`src/sv/mtc_pkg.sv`:
```
`timescale 1ns / 1ps
// ----------------------------------------------------------------------------
// mtc_pkg - shared types and constants of the massager tick controller
// Item layouts, configuration register map and reset values, and the small
// per-mode and per-level tables.
// ----------------------------------------------------------------------------
package mtc_pkg;

    // Configuration port geometry
    localparam int CFG_INDEX_W = 3;
    localparam int CFG_DATA_W  = 16;

    // Register indexes on the configuration port
    typedef enum logic [CFG_INDEX_W-1:0] {
        CFG_LONG_PRESS    = 3'd0,
        CFG_SHORT_PRESS   = 3'd1,
        CFG_TICKS_PER_SEC = 3'd2,
        CFG_AUTO_OFF      = 3'd3,
        CFG_SLEEP_IDLE    = 3'd4,
        CFG_BLINK         = 3'd5,
        CFG_REVERSAL_DEAD = 3'd6
    } cfg_index_t;

    // Register reset values
    localparam logic [7:0]  RST_LONG_PRESS    = 8'd100;
    localparam logic [7:0]  RST_SHORT_PRESS   = 8'd8;
    localparam logic [7:0]  RST_TICKS_PER_SEC = 8'd100;
    localparam logic [15:0] RST_AUTO_OFF      = 16'd900;
    localparam logic [7:0]  RST_SLEEP_IDLE    = 8'd200;
    localparam logic [7:0]  RST_BLINK         = 8'd50;
    localparam logic [7:0]  RST_REVERSAL_DEAD = 8'd50;

    // Key bit positions in the remembered key combination
    localparam int KEY_MODE_BIT = 0;
    localparam int KEY_UP_BIT   = 1;
    localparam int KEY_DOWN_BIT = 2;

    // Work modes and levels
    localparam logic [2:0] MODE_NONE  = 3'd0;
    localparam logic [2:0] MODE_FIRST = 3'd1;
    localparam logic [2:0] MODE_TWO   = 3'd2;
    localparam logic [2:0] MODE_THREE = 3'd3;
    localparam logic [2:0] MODE_LAST  = 3'd4;
    localparam logic [1:0] LEVEL_NONE = 2'd0;
    localparam logic [1:0] LEVEL_MIN  = 2'd1;
    localparam logic [1:0] LEVEL_MAX  = 2'd3;

    // Margin in ticks before each second's end in which the LED goes dark while powered off
    localparam logic [8:0] LED_OFF_MARGIN = 9'd4;

    typedef struct packed {
        logic [7:0]  long_press_ticks;
        logic [7:0]  short_press_ticks;
        logic [7:0]  ticks_per_second;
        logic [15:0] auto_off_seconds;
        logic [7:0]  sleep_idle_ticks;
        logic [7:0]  blink_ticks;
        logic [7:0]  reversal_dead_ticks;
    } cfg_t;

    typedef struct packed {
        logic key_mode;
        logic key_up;
        logic key_down;
        logic sensor_forward;
        logic sensor_reverse;
    } in_item_t;

    typedef struct packed {
        logic       solenoid_on;
        logic       vibrator_on;
        logic       tapper_on;
        logic [7:0] tapper_duty;
        logic [6:0] drive_duty;
        logic       forward_on;
        logic       reverse_on;
        logic       led_on;
        logic       sleep_request;
        logic       power_state;
        logic [2:0] mode_now;
        logic [1:0] level_now;
    } out_item_t;

    // Saturating 8-bit increment
    function automatic logic [7:0] sat8_inc(input logic [7:0] v);
        return (v == 8'hFF) ? 8'hFF : v + 8'd1;
    endfunction

    // Work phase length in seconds for a mode
    function automatic logic [7:0] work_reload_of(input logic [2:0] m);
        logic [7:0] r;
        case (m)
            MODE_FIRST: r = 8'd120;
            MODE_TWO:   r = 8'd80;
            MODE_THREE: r = 8'd40;
            default:    r = 8'd60;
        endcase
        return r;
    endfunction

    // Rest phase length in seconds for a mode
    function automatic logic [7:0] rest_reload_of(input logic [2:0] m);
        logic [7:0] r;
        case (m)
            MODE_FIRST: r = 8'd30;
            MODE_TWO:   r = 8'd10;
            MODE_THREE: r = 8'd10;
            default:    r = 8'd20;
        endcase
        return r;
    endfunction

    // Tapper duty, level times 60
    function automatic logic [7:0] tapper_duty_of(input logic [1:0] lv);
        logic [7:0] d;
        case (lv)
            2'd1:    d = 8'd60;
            2'd2:    d = 8'd120;
            2'd3:    d = 8'd180;
            default: d = 8'd0;
        endcase
        return d;
    endfunction

    // Drive duty, level times 30
    function automatic logic [6:0] drive_duty_of(input logic [1:0] lv);
        logic [6:0] d;
        case (lv)
            2'd1:    d = 7'd30;
            2'd2:    d = 7'd60;
            2'd3:    d = 7'd90;
            default: d = 7'd0;
        endcase
        return d;
    endfunction

endpackage

```
`src/sv/mtc_in_if.sv`:
```
`timescale 1ns / 1ps
// ----------------------------------------------------------------------------
// mtc_in_if - tick input channel
// Valid/ready channel carrying one tick item: key and sensor levels.
// ----------------------------------------------------------------------------
interface mtc_in_if;
    logic valid;
    logic ready;
    logic key_mode;
    logic key_up;
    logic key_down;
    logic sensor_forward;
    logic sensor_reverse;

    modport source (
        output valid, key_mode, key_up, key_down, sensor_forward, sensor_reverse,
        input  ready
    );
    modport sink (
        input  valid, key_mode, key_up, key_down, sensor_forward, sensor_reverse,
        output ready
    );
endinterface

```
`src/sv/mtc_out_if.sv`:
```
`timescale 1ns / 1ps
// ----------------------------------------------------------------------------
// mtc_out_if - result output channel
// Valid/ready channel carrying one result item: pin states, duties, status.
// ----------------------------------------------------------------------------
interface mtc_out_if;
    logic       valid;
    logic       ready;
    logic       solenoid_on;
    logic       vibrator_on;
    logic       tapper_on;
    logic [7:0] tapper_duty;
    logic [6:0] drive_duty;
    logic       forward_on;
    logic       reverse_on;
    logic       led_on;
    logic       sleep_request;
    logic       power_state;
    logic [2:0] mode_now;
    logic [1:0] level_now;

    modport source (
        output valid, solenoid_on, vibrator_on, tapper_on, tapper_duty, drive_duty,
               forward_on, reverse_on, led_on, sleep_request, power_state,
               mode_now, level_now,
        input  ready
    );
    modport sink (
        input  valid, solenoid_on, vibrator_on, tapper_on, tapper_duty, drive_duty,
               forward_on, reverse_on, led_on, sleep_request, power_state,
               mode_now, level_now,
        output ready
    );
endinterface

```
`src/sv/massager_tick_controller.sv`:
```
`timescale 1ns / 1ps
// ----------------------------------------------------------------------------
// massager_tick_controller - tick controller for a three-key massager
// Key press classification, power and mode control, work/rest cycling,
// drive direction with dead time, LED blink and sleep request, one tick
// item in and one result item out.
// ----------------------------------------------------------------------------
// Each tick item gives exactly one result item. An item is held in the input
// register, then its tick is worked out in a single pass and lands in the
// result register, from which its result is presented as valid. One item is
// taken every cycle while the output side takes its results. A result waiting
// on the output still lets one more item into an empty input register; items
// after that wait until the result is taken. Configuration registers are
// written through the plain write port and act from the next tick; the user
// must write them only while no item is in flight, which the block does not enforce.
// ----------------------------------------------------------------------------
module massager_tick_controller
    import mtc_pkg::*;
(
    input  logic                   clk,
    input  logic                   rst_n,
    mtc_in_if.sink                 in_ch,
    mtc_out_if.source              out_ch,
    input  logic                   cfg_we,
    input  logic [CFG_INDEX_W-1:0] cfg_index,
    input  logic [CFG_DATA_W-1:0]  cfg_data
);

    cfg_t      cfg;
    in_item_t  stage_item;
    logic      stage_valid;
    logic      step;
    out_item_t result;
    out_item_t out_reg;
    logic      out_valid_reg;
    logic      out_valid_next;

    mtc_cfg_regs u_cfg_regs (
        .clk       (clk),
        .rst_n     (rst_n),
        .cfg_we    (cfg_we),
        .cfg_index (cfg_index),
        .cfg_data  (cfg_data),
        .cfg       (cfg)
    );

    mtc_input_stage u_input_stage (
        .clk        (clk),
        .rst_n      (rst_n),
        .in_ch      (in_ch),
        .advance    (step),
        .item_valid (stage_valid),
        .item       (stage_item)
    );

    // Tick runs when the result register is free or being emptied
    assign step = stage_valid && (!out_valid_reg || out_ch.ready);

    mtc_tick_core u_tick_core (
        .clk    (clk),
        .rst_n  (rst_n),
        .step   (step),
        .item   (stage_item),
        .cfg    (cfg),
        .result (result)
    );

    // Result register
    always_comb
    begin
        out_valid_next = out_valid_reg;
        if (step)
        begin
            out_valid_next = 1'b1;
        end
        else if (out_ch.ready)
        begin
            out_valid_next = 1'b0;
        end
    end

    always_ff @(posedge clk or negedge rst_n)
    begin
        if (!rst_n)
        begin
            out_valid_reg <= 1'b0;
        end
        else
        begin
            out_valid_reg <= out_valid_next;
        end
    end

    always_ff @(posedge clk)
    begin
        if (step)
        begin
            out_reg <= result;
        end
    end

    assign out_ch.valid         = out_valid_reg;
    assign out_ch.solenoid_on   = out_reg.solenoid_on;
    assign out_ch.vibrator_on   = out_reg.vibrator_on;
    assign out_ch.tapper_on     = out_reg.tapper_on;
    assign out_ch.tapper_duty   = out_reg.tapper_duty;
    assign out_ch.drive_duty    = out_reg.drive_duty;
    assign out_ch.forward_on    = out_reg.forward_on;
    assign out_ch.reverse_on    = out_reg.reverse_on;
    assign out_ch.led_on        = out_reg.led_on;
    assign out_ch.sleep_request = out_reg.sleep_request;
    assign out_ch.power_state   = out_reg.power_state;
    assign out_ch.mode_now      = out_reg.mode_now;
    assign out_ch.level_now     = out_reg.level_now;

    // Sleep is only ever requested while powered off
    a_sleep_when_off: assert property (@(posedge clk) disable iff (!rst_n)
        out_valid_reg && out_reg.sleep_request |-> !out_reg.power_state)
        else $error("sleep request while powered");

    // Direction outputs are never driven together
    a_dir_exclusive: assert property (@(posedge clk) disable iff (!rst_n)
        out_valid_reg |-> !(out_reg.forward_on && out_reg.reverse_on))
        else $error("forward and reverse both driven");

    // Powered means a live mode and level; off means none
    a_power_mode: assert property (@(posedge clk) disable iff (!rst_n)
        out_valid_reg |-> (out_reg.power_state == (out_reg.mode_now != MODE_NONE))
                          && (out_reg.power_state == (out_reg.level_now != LEVEL_NONE)))
        else $error("mode or level inconsistent with power state");

    // A held input item that could not run stays held
    a_stage_holds: assert property (@(posedge clk) disable iff (!rst_n)
        stage_valid && !step |=> stage_valid)
        else $error("input item lost while stalled");

endmodule

```
`src/sv/mtc_cfg_regs.sv`:
```
`timescale 1ns / 1ps
// ----------------------------------------------------------------------------
// mtc_cfg_regs - configuration register file
// Seven write-only timing registers, loaded from the plain write port.
// ----------------------------------------------------------------------------
module mtc_cfg_regs
    import mtc_pkg::*;
(
    input  logic                   clk,
    input  logic                   rst_n,
    input  logic                   cfg_we,
    input  logic [CFG_INDEX_W-1:0] cfg_index,
    input  logic [CFG_DATA_W-1:0]  cfg_data,
    output cfg_t                   cfg
);

    cfg_t cfg_reg;
    cfg_t cfg_next;

    // Register decode; unused index is ignored
    always_comb
    begin
        cfg_next = cfg_reg;
        if (cfg_we)
        begin
            case (cfg_index)
                CFG_LONG_PRESS:    cfg_next.long_press_ticks    = cfg_data[7:0];
                CFG_SHORT_PRESS:   cfg_next.short_press_ticks   = cfg_data[7:0];
                CFG_TICKS_PER_SEC: cfg_next.ticks_per_second    = cfg_data[7:0];
                CFG_AUTO_OFF:      cfg_next.auto_off_seconds    = cfg_data;
                CFG_SLEEP_IDLE:    cfg_next.sleep_idle_ticks    = cfg_data[7:0];
                CFG_BLINK:         cfg_next.blink_ticks         = cfg_data[7:0];
                CFG_REVERSAL_DEAD: cfg_next.reversal_dead_ticks = cfg_data[7:0];
                default:           cfg_next = cfg_reg;
            endcase
        end
    end

    always_ff @(posedge clk or negedge rst_n)
    begin
        if (!rst_n)
        begin
            cfg_reg.long_press_ticks    <= RST_LONG_PRESS;
            cfg_reg.short_press_ticks   <= RST_SHORT_PRESS;
            cfg_reg.ticks_per_second    <= RST_TICKS_PER_SEC;
            cfg_reg.auto_off_seconds    <= RST_AUTO_OFF;
            cfg_reg.sleep_idle_ticks    <= RST_SLEEP_IDLE;
            cfg_reg.blink_ticks         <= RST_BLINK;
            cfg_reg.reversal_dead_ticks <= RST_REVERSAL_DEAD;
        end
        else
        begin
            cfg_reg <= cfg_next;
        end
    end

    assign cfg = cfg_reg;

endmodule

```
`src/sv/mtc_input_stage.sv`:
```
`timescale 1ns / 1ps
// ----------------------------------------------------------------------------
// mtc_input_stage - input register
// Captures one tick item; takes a new item while empty or whenever the held one moves on.
// ----------------------------------------------------------------------------
module mtc_input_stage
    import mtc_pkg::*;
(
    input  logic    clk,
    input  logic    rst_n,
    mtc_in_if.sink  in_ch,
    input  logic    advance,
    output logic    item_valid,
    output in_item_t item
);

    logic     valid_reg;
    logic     valid_next;
    in_item_t item_reg;
    logic     take;

    // Ready while empty or while the held item is leaving
    assign in_ch.ready = !valid_reg || advance;
    assign take        = in_ch.valid && in_ch.ready;

    always_comb
    begin
        valid_next = valid_reg;
        if (take)
        begin
            valid_next = 1'b1;
        end
        else if (advance)
        begin
            valid_next = 1'b0;
        end
    end

    always_ff @(posedge clk or negedge rst_n)
    begin
        if (!rst_n)
        begin
            valid_reg <= 1'b0;
        end
        else
        begin
            valid_reg <= valid_next;
        end
    end

    // Payload, no reset
    always_ff @(posedge clk)
    begin
        if (take)
        begin
            item_reg.key_mode       <= in_ch.key_mode;
            item_reg.key_up         <= in_ch.key_up;
            item_reg.key_down       <= in_ch.key_down;
            item_reg.sensor_forward <= in_ch.sensor_forward;
            item_reg.sensor_reverse <= in_ch.sensor_reverse;
        end
    end

    assign item_valid = valid_reg;
    assign item       = item_reg;

endmodule

```
`src/sv/mtc_tick_core.sv`:
```
`timescale 1ns / 1ps
// ----------------------------------------------------------------------------
// mtc_tick_core - per-tick state update
// Holds the controller state and works out one tick in a single pass: key
// classification, second counter and auto-off, work/rest cycling, direction
// dead time, LED blink and sleep request.
// ----------------------------------------------------------------------------
module mtc_tick_core
    import mtc_pkg::*;
(
    input  logic      clk,
    input  logic      rst_n,
    input  logic      step,
    input  in_item_t  item,
    input  cfg_t      cfg,
    output out_item_t result
);

    typedef enum logic [1:0] {
        PRESS_NONE  = 2'd0,
        PRESS_SHORT = 2'd1,
        PRESS_LONG  = 2'd2
    } press_kind_t;

    // State registers
    logic        powered_reg,        powered_next;
    logic        long_latched_reg,   long_latched_next;
    logic [2:0]  last_keys_reg,      last_keys_next;
    logic [7:0]  press_count_reg,    press_count_next;
    logic [2:0]  mode_reg,           mode_next;
    logic [1:0]  level_reg,          level_next;
    logic [7:0]  work_left_reg,      work_left_next;
    logic [7:0]  rest_left_reg,      rest_left_next;
    logic [7:0]  work_reload_reg,    work_reload_next;
    logic [7:0]  rest_reload_reg,    rest_reload_next;
    logic [7:0]  tick_in_sec_reg,    tick_in_sec_next;
    logic [15:0] off_countdown_reg,  off_countdown_next;
    logic [7:0]  blink_left_reg,     blink_left_next;
    logic [7:0]  idle_count_reg,     idle_count_next;
    logic        dir_forward_reg,    dir_forward_next;
    logic [7:0]  reversal_count_reg, reversal_count_next;
    logic        led_lit_reg,        led_lit_next;
    logic        pin_sol_reg,        pin_sol_next;
    logic        pin_vib_reg,        pin_vib_next;
    logic        pin_tap_reg,        pin_tap_next;
    logic        pin_fwd_reg,        pin_fwd_next;
    logic        pin_rev_reg,        pin_rev_next;

    logic        sleep_req;
    logic [2:0]  keys;
    press_kind_t press_kind;
    logic [8:0]  press_inc;
    logic [8:0]  tick_inc;

    assign keys = {item.key_down, item.key_up, item.key_mode};

    // One tick, worked out step by step in a single combinational pass
    always_comb
    begin
        powered_next        = powered_reg;
        long_latched_next   = long_latched_reg;
        last_keys_next      = last_keys_reg;
        press_count_next    = press_count_reg;
        mode_next           = mode_reg;
        level_next          = level_reg;
        work_left_next      = work_left_reg;
        rest_left_next      = rest_left_reg;
        work_reload_next    = work_reload_reg;
        rest_reload_next    = rest_reload_reg;
        off_countdown_next  = off_countdown_reg;
        blink_left_next     = blink_left_reg;
        idle_count_next     = idle_count_reg;
        dir_forward_next    = dir_forward_reg;
        reversal_count_next = reversal_count_reg;
        led_lit_next        = led_lit_reg;
        pin_sol_next        = pin_sol_reg;
        pin_vib_next        = pin_vib_reg;
        pin_tap_next        = pin_tap_reg;
        pin_fwd_next        = pin_fwd_reg;
        pin_rev_next        = pin_rev_reg;
        sleep_req           = 1'b0;
        press_kind          = PRESS_NONE;

        // Press classification; count saturates at the long press length
        press_inc = {1'b0, press_count_reg} + 9'd1;
        if (keys != 3'b000)
        begin
            last_keys_next = keys;
            if (press_inc >= {1'b0, cfg.long_press_ticks})
            begin
                press_count_next = cfg.long_press_ticks;
                if (!long_latched_reg)
                begin
                    long_latched_next = 1'b1;
                    press_kind        = PRESS_LONG;
                end
            end
            else
            begin
                press_count_next = press_inc[7:0];
            end
        end
        else
        begin
            press_count_next = 8'd0;
            if (press_count_reg >= cfg.long_press_ticks)
            begin
                long_latched_next = 1'b0;
            end
            else if (press_count_reg >= cfg.short_press_ticks)
            begin
                press_kind = PRESS_SHORT;
            end
        end

        // Key actions: mode key first, then up, then down
        case (press_kind)
            PRESS_SHORT:
            begin
                if (last_keys_next[KEY_MODE_BIT] && powered_reg)
                begin
                    blink_left_next  = cfg.blink_ticks;
                    mode_next        = (mode_reg >= MODE_LAST) ? MODE_FIRST : mode_reg + 3'd1;
                    work_reload_next = work_reload_of(mode_next);
                    rest_reload_next = rest_reload_of(mode_next);
                end
                else if (last_keys_next[KEY_UP_BIT] && powered_reg && mode_reg != MODE_NONE)
                begin
                    level_next = (level_reg < LEVEL_MAX) ? level_reg + 2'd1 : LEVEL_MAX;
                end
                else if (last_keys_next[KEY_DOWN_BIT] && powered_reg
                         && mode_reg != MODE_NONE)
                begin
                    level_next = (level_reg > LEVEL_MIN) ? level_reg - 2'd1 : LEVEL_MIN;
                end
            end
            PRESS_LONG:
            begin
                idle_count_next = 8'd0;
                if (last_keys_next[KEY_MODE_BIT])
                begin
                    powered_next = !powered_reg;
                end
                if (powered_next)
                begin
                    off_countdown_next = cfg.auto_off_seconds;
                    mode_next          = MODE_FIRST;
                    level_next         = LEVEL_MIN;
                    work_reload_next   = work_reload_of(MODE_FIRST);
                    rest_reload_next   = rest_reload_of(MODE_FIRST);
                end
            end
            default:
            begin
                press_kind = PRESS_NONE;
            end
        endcase

        // Second counter and auto-off countdown
        tick_inc = {1'b0, tick_in_sec_reg} + 9'd1;
        if (tick_inc >= {1'b0, cfg.ticks_per_second})
        begin
            tick_inc = 9'd0;
            if (off_countdown_next != 16'd0)
            begin
                off_countdown_next = off_countdown_next - 16'd1;
                if (off_countdown_next == 16'd0)
                begin
                    pin_sol_next = 1'b0;
                    pin_vib_next = 1'b0;
                    pin_tap_next = 1'b0;
                    pin_fwd_next = 1'b0;
                    pin_rev_next = 1'b0;
                    powered_next = 1'b0;
                    mode_next    = MODE_NONE;
                    level_next   = LEVEL_NONE;
                    led_lit_next = 1'b0;
                end
            end
        end
        tick_in_sec_next = tick_inc[7:0];

        if (powered_next)
        begin
            // Work/rest cycling, counted in seconds
            if (mode_next != MODE_NONE)
            begin
                if (work_left_next != 8'd0)
                begin
                    if (tick_in_sec_next == 8'd0)
                    begin
                        work_left_next = work_left_next - 8'd1;
                    end
                    rest_left_next = rest_reload_next;
                    pin_sol_next   = 1'b1;
                    pin_tap_next   = 1'b1;
                    pin_vib_next   = 1'b1;
                end
                else
                begin
                    pin_sol_next = 1'b0;
                    pin_tap_next = 1'b0;
                    pin_vib_next = 1'b0;
                    if (rest_left_next != 8'd0)
                    begin
                        if (tick_in_sec_next == 8'd0)
                        begin
                            rest_left_next = rest_left_next - 8'd1;
                        end
                        if (rest_left_next == 8'd0)
                        begin
                            work_left_next = work_reload_next;
                        end
                    end
                    else
                    begin
                        work_left_next = work_reload_next;
                    end
                end
            end

            // Direction with dead time; forward sensor wins
            reversal_count_next = sat8_inc(reversal_count_reg);
            if (item.sensor_forward)
            begin
                if (!dir_forward_reg)
                begin
                    reversal_count_next = 8'd0;
                end
                dir_forward_next = 1'b1;
            end
            else if (item.sensor_reverse)
            begin
                if (dir_forward_reg)
                begin
                    reversal_count_next = 8'd0;
                end
                dir_forward_next = 1'b0;
            end
            if (reversal_count_next < cfg.reversal_dead_ticks)
            begin
                pin_fwd_next = 1'b0;
                pin_rev_next = 1'b0;
            end
            if (reversal_count_next > cfg.reversal_dead_ticks)
            begin
                pin_fwd_next        = dir_forward_next;
                pin_rev_next        = !dir_forward_next;
                reversal_count_next = sat8_inc(cfg.reversal_dead_ticks);
            end

            // LED blink blanks the outputs
            if (blink_left_next != 8'd0)
            begin
                led_lit_next    = 1'b0;
                blink_left_next = blink_left_next - 8'd1;
                pin_sol_next    = 1'b0;
                pin_vib_next    = 1'b0;
                pin_tap_next    = 1'b0;
                pin_fwd_next    = 1'b0;
                pin_rev_next    = 1'b0;
            end
            else
            begin
                led_lit_next = 1'b1;
            end
        end
        else
        begin
            // Powered off: outputs dark, idle count towards sleep
            pin_sol_next = 1'b0;
            pin_vib_next = 1'b0;
            pin_tap_next = 1'b0;
            pin_fwd_next = 1'b0;
            pin_rev_next = 1'b0;
            mode_next    = MODE_NONE;
            level_next   = LEVEL_NONE;
            if ({1'b0, tick_in_sec_next} + LED_OFF_MARGIN >= {1'b0, cfg.ticks_per_second})
            begin
                led_lit_next = 1'b0;
            end
            idle_count_next = sat8_inc(idle_count_next);
            if (idle_count_next > cfg.sleep_idle_ticks)
            begin
                idle_count_next = 8'd0;
                sleep_req       = 1'b1;
            end
        end
    end

    // Result of this tick
    always_comb
    begin
        result.solenoid_on   = pin_sol_next;
        result.vibrator_on   = pin_vib_next;
        result.tapper_on     = pin_tap_next;
        result.tapper_duty   = tapper_duty_of(level_next);
        result.drive_duty    = drive_duty_of(level_next);
        result.forward_on    = pin_fwd_next;
        result.reverse_on    = pin_rev_next;
        result.led_on        = led_lit_next;
        result.sleep_request = sleep_req;
        result.power_state   = powered_next;
        result.mode_now      = mode_next;
        result.level_now     = level_next;
    end

    // State update once per tick item
    always_ff @(posedge clk or negedge rst_n)
    begin
        if (!rst_n)
        begin
            powered_reg        <= 1'b0;
            long_latched_reg   <= 1'b0;
            last_keys_reg      <= 3'd0;
            press_count_reg    <= 8'd0;
            mode_reg           <= MODE_NONE;
            level_reg          <= LEVEL_NONE;
            work_left_reg      <= 8'd0;
            rest_left_reg      <= 8'd0;
            work_reload_reg    <= 8'd0;
            rest_reload_reg    <= 8'd0;
            tick_in_sec_reg    <= 8'd0;
            off_countdown_reg  <= 16'd0;
            blink_left_reg     <= 8'd0;
            idle_count_reg     <= 8'd0;
            dir_forward_reg    <= 1'b0;
            reversal_count_reg <= 8'd0;
            led_lit_reg        <= 1'b1;
            pin_sol_reg        <= 1'b0;
            pin_vib_reg        <= 1'b0;
            pin_tap_reg        <= 1'b0;
            pin_fwd_reg        <= 1'b0;
            pin_rev_reg        <= 1'b0;
        end
        else if (step)
        begin
            powered_reg        <= powered_next;
            long_latched_reg   <= long_latched_next;
            last_keys_reg      <= last_keys_next;
            press_count_reg    <= press_count_next;
            mode_reg           <= mode_next;
            level_reg          <= level_next;
            work_left_reg      <= work_left_next;
            rest_left_reg      <= rest_left_next;
            work_reload_reg    <= work_reload_next;
            rest_reload_reg    <= rest_reload_next;
            tick_in_sec_reg    <= tick_in_sec_next;
            off_countdown_reg  <= off_countdown_next;
            blink_left_reg     <= blink_left_next;
            idle_count_reg     <= idle_count_next;
            dir_forward_reg    <= dir_forward_next;
            reversal_count_reg <= reversal_count_next;
            led_lit_reg        <= led_lit_next;
            pin_sol_reg        <= pin_sol_next;
            pin_vib_reg        <= pin_vib_next;
            pin_tap_reg        <= pin_tap_next;
            pin_fwd_reg        <= pin_fwd_next;
            pin_rev_reg        <= pin_rev_next;
        end
    end

endmodule
```
`src/flat_wrapper.sv`:
```
// flat-port wrapper written by rule: the top's interface ports become plain ports
module massager_tick_controller_flat import mtc_pkg::*;
  (clk, rst_n, cfg_we, cfg_index, cfg_data, in_ch_valid, in_ch_key_mode, in_ch_key_up, in_ch_key_down, in_ch_sensor_forward, in_ch_sensor_reverse, in_ch_ready, out_ch_valid, out_ch_solenoid_on, out_ch_vibrator_on, out_ch_tapper_on, out_ch_tapper_duty, out_ch_drive_duty, out_ch_forward_on, out_ch_reverse_on, out_ch_led_on, out_ch_sleep_request, out_ch_power_state, out_ch_mode_now, out_ch_level_now, out_ch_ready);
  mtc_in_if in_ch_i ();
  mtc_out_if out_ch_i ();
  input  logic clk;
  input  logic rst_n;
  input  logic cfg_we;
  input  logic [CFG_INDEX_W-1:0] cfg_index;
  input  logic [CFG_DATA_W-1:0] cfg_data;
  input wire logic [$bits(in_ch_i.valid)-1:0] in_ch_valid;
  input wire logic [$bits(in_ch_i.key_mode)-1:0] in_ch_key_mode;
  input wire logic [$bits(in_ch_i.key_up)-1:0] in_ch_key_up;
  input wire logic [$bits(in_ch_i.key_down)-1:0] in_ch_key_down;
  input wire logic [$bits(in_ch_i.sensor_forward)-1:0] in_ch_sensor_forward;
  input wire logic [$bits(in_ch_i.sensor_reverse)-1:0] in_ch_sensor_reverse;
  output wire logic [$bits(in_ch_i.ready)-1:0] in_ch_ready;
  output wire logic [$bits(out_ch_i.valid)-1:0] out_ch_valid;
  output wire logic [$bits(out_ch_i.solenoid_on)-1:0] out_ch_solenoid_on;
  output wire logic [$bits(out_ch_i.vibrator_on)-1:0] out_ch_vibrator_on;
  output wire logic [$bits(out_ch_i.tapper_on)-1:0] out_ch_tapper_on;
  output wire logic [$bits(out_ch_i.tapper_duty)-1:0] out_ch_tapper_duty;
  output wire logic [$bits(out_ch_i.drive_duty)-1:0] out_ch_drive_duty;
  output wire logic [$bits(out_ch_i.forward_on)-1:0] out_ch_forward_on;
  output wire logic [$bits(out_ch_i.reverse_on)-1:0] out_ch_reverse_on;
  output wire logic [$bits(out_ch_i.led_on)-1:0] out_ch_led_on;
  output wire logic [$bits(out_ch_i.sleep_request)-1:0] out_ch_sleep_request;
  output wire logic [$bits(out_ch_i.power_state)-1:0] out_ch_power_state;
  output wire logic [$bits(out_ch_i.mode_now)-1:0] out_ch_mode_now;
  output wire logic [$bits(out_ch_i.level_now)-1:0] out_ch_level_now;
  input wire logic [$bits(out_ch_i.ready)-1:0] out_ch_ready;
  assign in_ch_i.valid = in_ch_valid;
  assign in_ch_i.key_mode = in_ch_key_mode;
  assign in_ch_i.key_up = in_ch_key_up;
  assign in_ch_i.key_down = in_ch_key_down;
  assign in_ch_i.sensor_forward = in_ch_sensor_forward;
  assign in_ch_i.sensor_reverse = in_ch_sensor_reverse;
  assign in_ch_ready = in_ch_i.ready;
  assign out_ch_valid = out_ch_i.valid;
  assign out_ch_solenoid_on = out_ch_i.solenoid_on;
  assign out_ch_vibrator_on = out_ch_i.vibrator_on;
  assign out_ch_tapper_on = out_ch_i.tapper_on;
  assign out_ch_tapper_duty = out_ch_i.tapper_duty;
  assign out_ch_drive_duty = out_ch_i.drive_duty;
  assign out_ch_forward_on = out_ch_i.forward_on;
  assign out_ch_reverse_on = out_ch_i.reverse_on;
  assign out_ch_led_on = out_ch_i.led_on;
  assign out_ch_sleep_request = out_ch_i.sleep_request;
  assign out_ch_power_state = out_ch_i.power_state;
  assign out_ch_mode_now = out_ch_i.mode_now;
  assign out_ch_level_now = out_ch_i.level_now;
  assign out_ch_i.ready = out_ch_ready;
  massager_tick_controller u_core (.clk(clk), .rst_n(rst_n), .in_ch(in_ch_i), .out_ch(out_ch_i), .cfg_we(cfg_we), .cfg_index(cfg_index), .cfg_data(cfg_data));
endmodule
```
`config.mk`:
```
export PLATFORM = sky130hd
export DESIGN_NAME = massager_tick_controller_flat
export DESIGN_NICKNAME = d
export VERILOG_FILES = /design/src/sv/mtc_pkg.sv /design/src/sv/mtc_in_if.sv /design/src/sv/mtc_out_if.sv /design/src/sv/massager_tick_controller.sv /design/src/sv/mtc_cfg_regs.sv /design/src/sv/mtc_input_stage.sv /design/src/sv/mtc_tick_core.sv /design/src/flat_wrapper.sv
export SDC_FILE = /design/constraint.sdc
export NUM_CORES = 1
export LEC_CHECK = 0
export BUFFER_PORTS_ARGS = -buffer_cell sky130_fd_sc_hd__buf_2
export CAP_MARGIN = 20
export CORE_MARGIN = 1
export CORE_UTILIZATION = 35
export CTS_CLUSTER_DIAMETER = 80
export CTS_CLUSTER_SIZE = 8
export DETAILED_ROUTE_END_ITERATION = 8
export GPL_ROUTABILITY_DRIVEN = 0
export PLACE_DENSITY = 0.52
export SLEW_MARGIN = 20
export SYNTH_ARGS = -nofsm -noshare
export SYNTH_HDL_FRONTEND = slang
export SYNTH_SLANG_ARGS = --single-unit
```
`constraint.sdc`:
```
create_clock -name clk -period 5.2 [get_ports clk]
set_clock_uncertainty 0.15 [all_clocks]
set_input_delay 0.52 -clock clk [delete_from_list [all_inputs] [get_ports clk]]
set_output_delay 0.52 -clock clk [all_outputs]
set_load 0.02 [all_outputs]
```
==> run metrics <==
# port buffers 55; Ys Warns 0; Reg clk slew, reported paths 0.08 ns; CP max stage delay 0.42 ns; ANT nets after route 0; first-pass GRT wire length 52,220 um; GR Util met2 29.58%; # IOs 59; share of layout cells above drive strength 1 17.75%; Compound-Gate Fraction of Synth Area 18.20%; max reg flops 64; DR iter-0 viols 652; fin crit period approximately 5.0 ns; commonest cells after routing, fill and taps aside nand2_1, dfrtp_1, o21ai_0; Starting Density 35.54%; routing usage on met1 ~26%; met3 Resource Use GR 2.391%; DR DRC count 0; Synth Area in Adders 7.949%; Crit Path Class reg2reg; overall routing resource usage 18.38%; max-cap viol count 0; initial antenna violation count 0; failing checks hold timing; Mapped Area about 0.012 mm2; Die Ht 189.3 um; post-synthesis simple-gate area fraction 19.15%; Startpoint Class flip-flop; Slew Viols, Final 0; vias in the first global route 9,667; Final HPWL DP between 20,000 and 25,000 um; Crit path required time roughly 5.4 ns; sequential share of the synthesized area 40.45%; VDD IR max approximately 0.25 mV; syn avg cell area about 9 um2; Synth cell types 83; fill cell count 3,491; Area contributors post-synth dfrtp_1, ha_1, o21ai_0; vias per cell 5.331; Critical Path End Type flip-flop; number of synthesized flops with an enable pin 22; drt total wl 32,330 um; mux cell area share after synthesis 6.553%; PwrDens roughly 480 mW/mm2; Max clock buf depth 2; Die W 189.3 um; CTS Root Cell clkbuf_16; CP max-delay cell dfrtp_1; CTS H-Tree Depth 4; Async SR Flop Fraction 88.60%; Max Fclk 200.4 MHz; GRT busiest layer met2; most used cell along the critical path and3_4; CTS tree built; LEAKAGE 0.006004 uW; core area 0.03454 mm2; crit-path max FO 16; Mapped Cells 1,359; commonest non-fill, non-tap cell in the layout nand2_1; period utilization 95.96%; Slew headroom about 36%; # clock sinks 193; XOR/XNOR Fraction of Synth Area 2.853%; pin count of the biggest net entering global routing 90; Main synth FF type dfrtp_1; final hold violations 18; worst min-delay path class in2async; Clock Latency Late Sink between 0.4 and 0.5 ns; #FFs+latches synth about 190; largest family of logic cells by synthesized area simple AND/OR/NAND/NOR gates; Critical Path, Cell by Cell and3_4 -> and3_4 -> nand3_2 -> xnor2_2 -> ha_1 -> and3_4 -> a21o_1 -> a311oi_4 -> a21boi_4 -> mux2i_4 -> ha_4 -> nand3_1 -> mux2_2 -> nor2_1 -> xor2_1 -> nand2_1 -> o31ai_4 -> buf_12 -> inv_6 -> buf_4 -> a31o_1 -> a221o_1; Layout area overhead 14.36%; DR vias 10,090; Design Power 6687 uW; share of the synthesized area in the top cell type 30.57%; hold slack -0.02653 ns; Num CTS Buffers 17; final setup vio count 0; # rows 68; area leader, netlist dfrtp_1; Hold-fix buffers, CTS 0; Critical Path AT 5.17 ns; drt wl/cell roughly 17 um; diodes inserted 0; Worst-Margin Slew 0.9474 ns; DRT Pass-1 Iters 8; Layout Nets between 1,500 and 2,000; outcome finished with violations; global route overflow 0; DIE AREA 0.03583 mm2
[power breakdown]
part           total [uW]  internal [uW]  switching (uW)
Combinational        3070           1310            1760
Clock                1330            653             675
Sequential           2290           1900             388
[cell families after synthesis]
group / Yosys count
flops: 193
buf+inv: 137
simple gates: 481
compound gates: 356
mux: 73
fa+ha+maj: 78
other cells: 1
xor+xnor: 40
[routing by layer]
layer	vias to the layer above	routed length (um)
met1	4893	16180
met4	0	382
met3	22	940
li1	5031	-
met5	-	0
met2	141	14820
[cell type report]
| class | count | area [um2] | area share (%) |
|---|---|---|---|
| multi-input combinational | 1031 | 6929 | 49.35 |
| sequential | 193 | 4969 | 35.39 |
| timing repair buffer | 107 | 711.9 | 5.070 |
| tap | 455 | 569.3 | 4.055 |
| clock buffer | 18 | 439.2 | 3.128 |
| inverter | 74 | 282.8 | 2.014 |
| clock inverter | 14 | 140.1 | 0.9980 |
[repair_timing]
item | 4_1_cts | 5_1_grt
setup endpoints to repair | 8 | 56
buffers inserted | 0 | 5
pin swaps | 0 | 14
gates resized for setup | 1 | 34
[cell usage after synthesis (16+ instances only)]
| library cell | count |
|---|---|
| nor2_1 | 94 |
| dfrtp_1 | 150 |
| mux2_2 | 46 |
| nand3_1 | 55 |
| nor3_1 | 42 |
| a21o_1 | 19 |
| xor2_1 | 16 |
| dfstp_2 | 21 |
| xnor2_1 | 24 |
| inv_1 | 72 |
| mux2i_1 | 25 |
| edfxtp_1 | 22 |
| nand2_1 | 157 |
| o21ai_0 | 139 |
| ha_1 | 78 |
| and3_1 | 16 |
| a21oi_1 | 72 |
| clkbuf_1 | 38 |
[stage by stage]
step / cells / util (%) / setup WS (ns) / cell area [um2] / setup TNS [ns]
after floorplan: 1361 / - / 0.01885 / 12340 / 0
after global placement: 1854 / 38.35 / 0.1336 / 13250 / 0
after detailed placement: 1854 / 38.35 / -0.01271 / 13250 / -0.03494
after CTS: 1886 / 40.03 / 0.007440 / 13830 / 0
after global routing: 1892 / 40.65 / -0.03127 / 14040 / -0.1534
final: 1892 / 40.65 / 0.2103 / 14040 / 0
[final timing paths]
| kind | startpoint | endpoint | slack [ns] | depth (start not counted) |
|---|---|---|---|---|
| max | u_core.u_tick_core.press_count_reg[1]$_DFFE_PN0P_ | u_core.u_tick_core.blink_left_reg[5]$_DFFE_PN0P_ | 0.21 | 22 |
| max in group asynchronous | rst_n | u_core.u_tick_core.rest_left_reg[7]$_DFFE_PN0P_ | 3.95 | 2 |
| min | rst_n | u_core.u_tick_core.reversal_count_reg[3]$_DFFE_PN0P_ | -0.03 | 1 |
| min in group clk | in_ch_sensor_reverse | u_core.u_input_stage.item[0]$_DFFE_PP_ | 0.10 | 1 |
| max reg2reg | u_core.u_tick_core.press_count_reg[1]$_DFFE_PN0P_ | u_core.u_tick_core.blink_left_reg[5]$_DFFE_PN0P_ | 0.21 | 22 |
| min reg2reg | u_core.u_tick_core.led_lit_reg$_DFFE_PN1P_ | u_core.u_tick_core.led_lit_reg$_DFFE_PN1P_ | 0.33 | 2 |
[critical path: cells and delay by family, from the launching register on]
family                   cells  cell delay (ns)
AO/OA/AOI/OAI                6             1.44
adder cells (fa/ha/maj)      2             0.54
flip-flops                   1             0.42
buffers and inverters        3             0.43
AND/OR/NAND/NOR              7             1.00
multiplexers                 2             0.57
XOR/XNOR                     2             0.30
(Power assumes the default switching activity.)
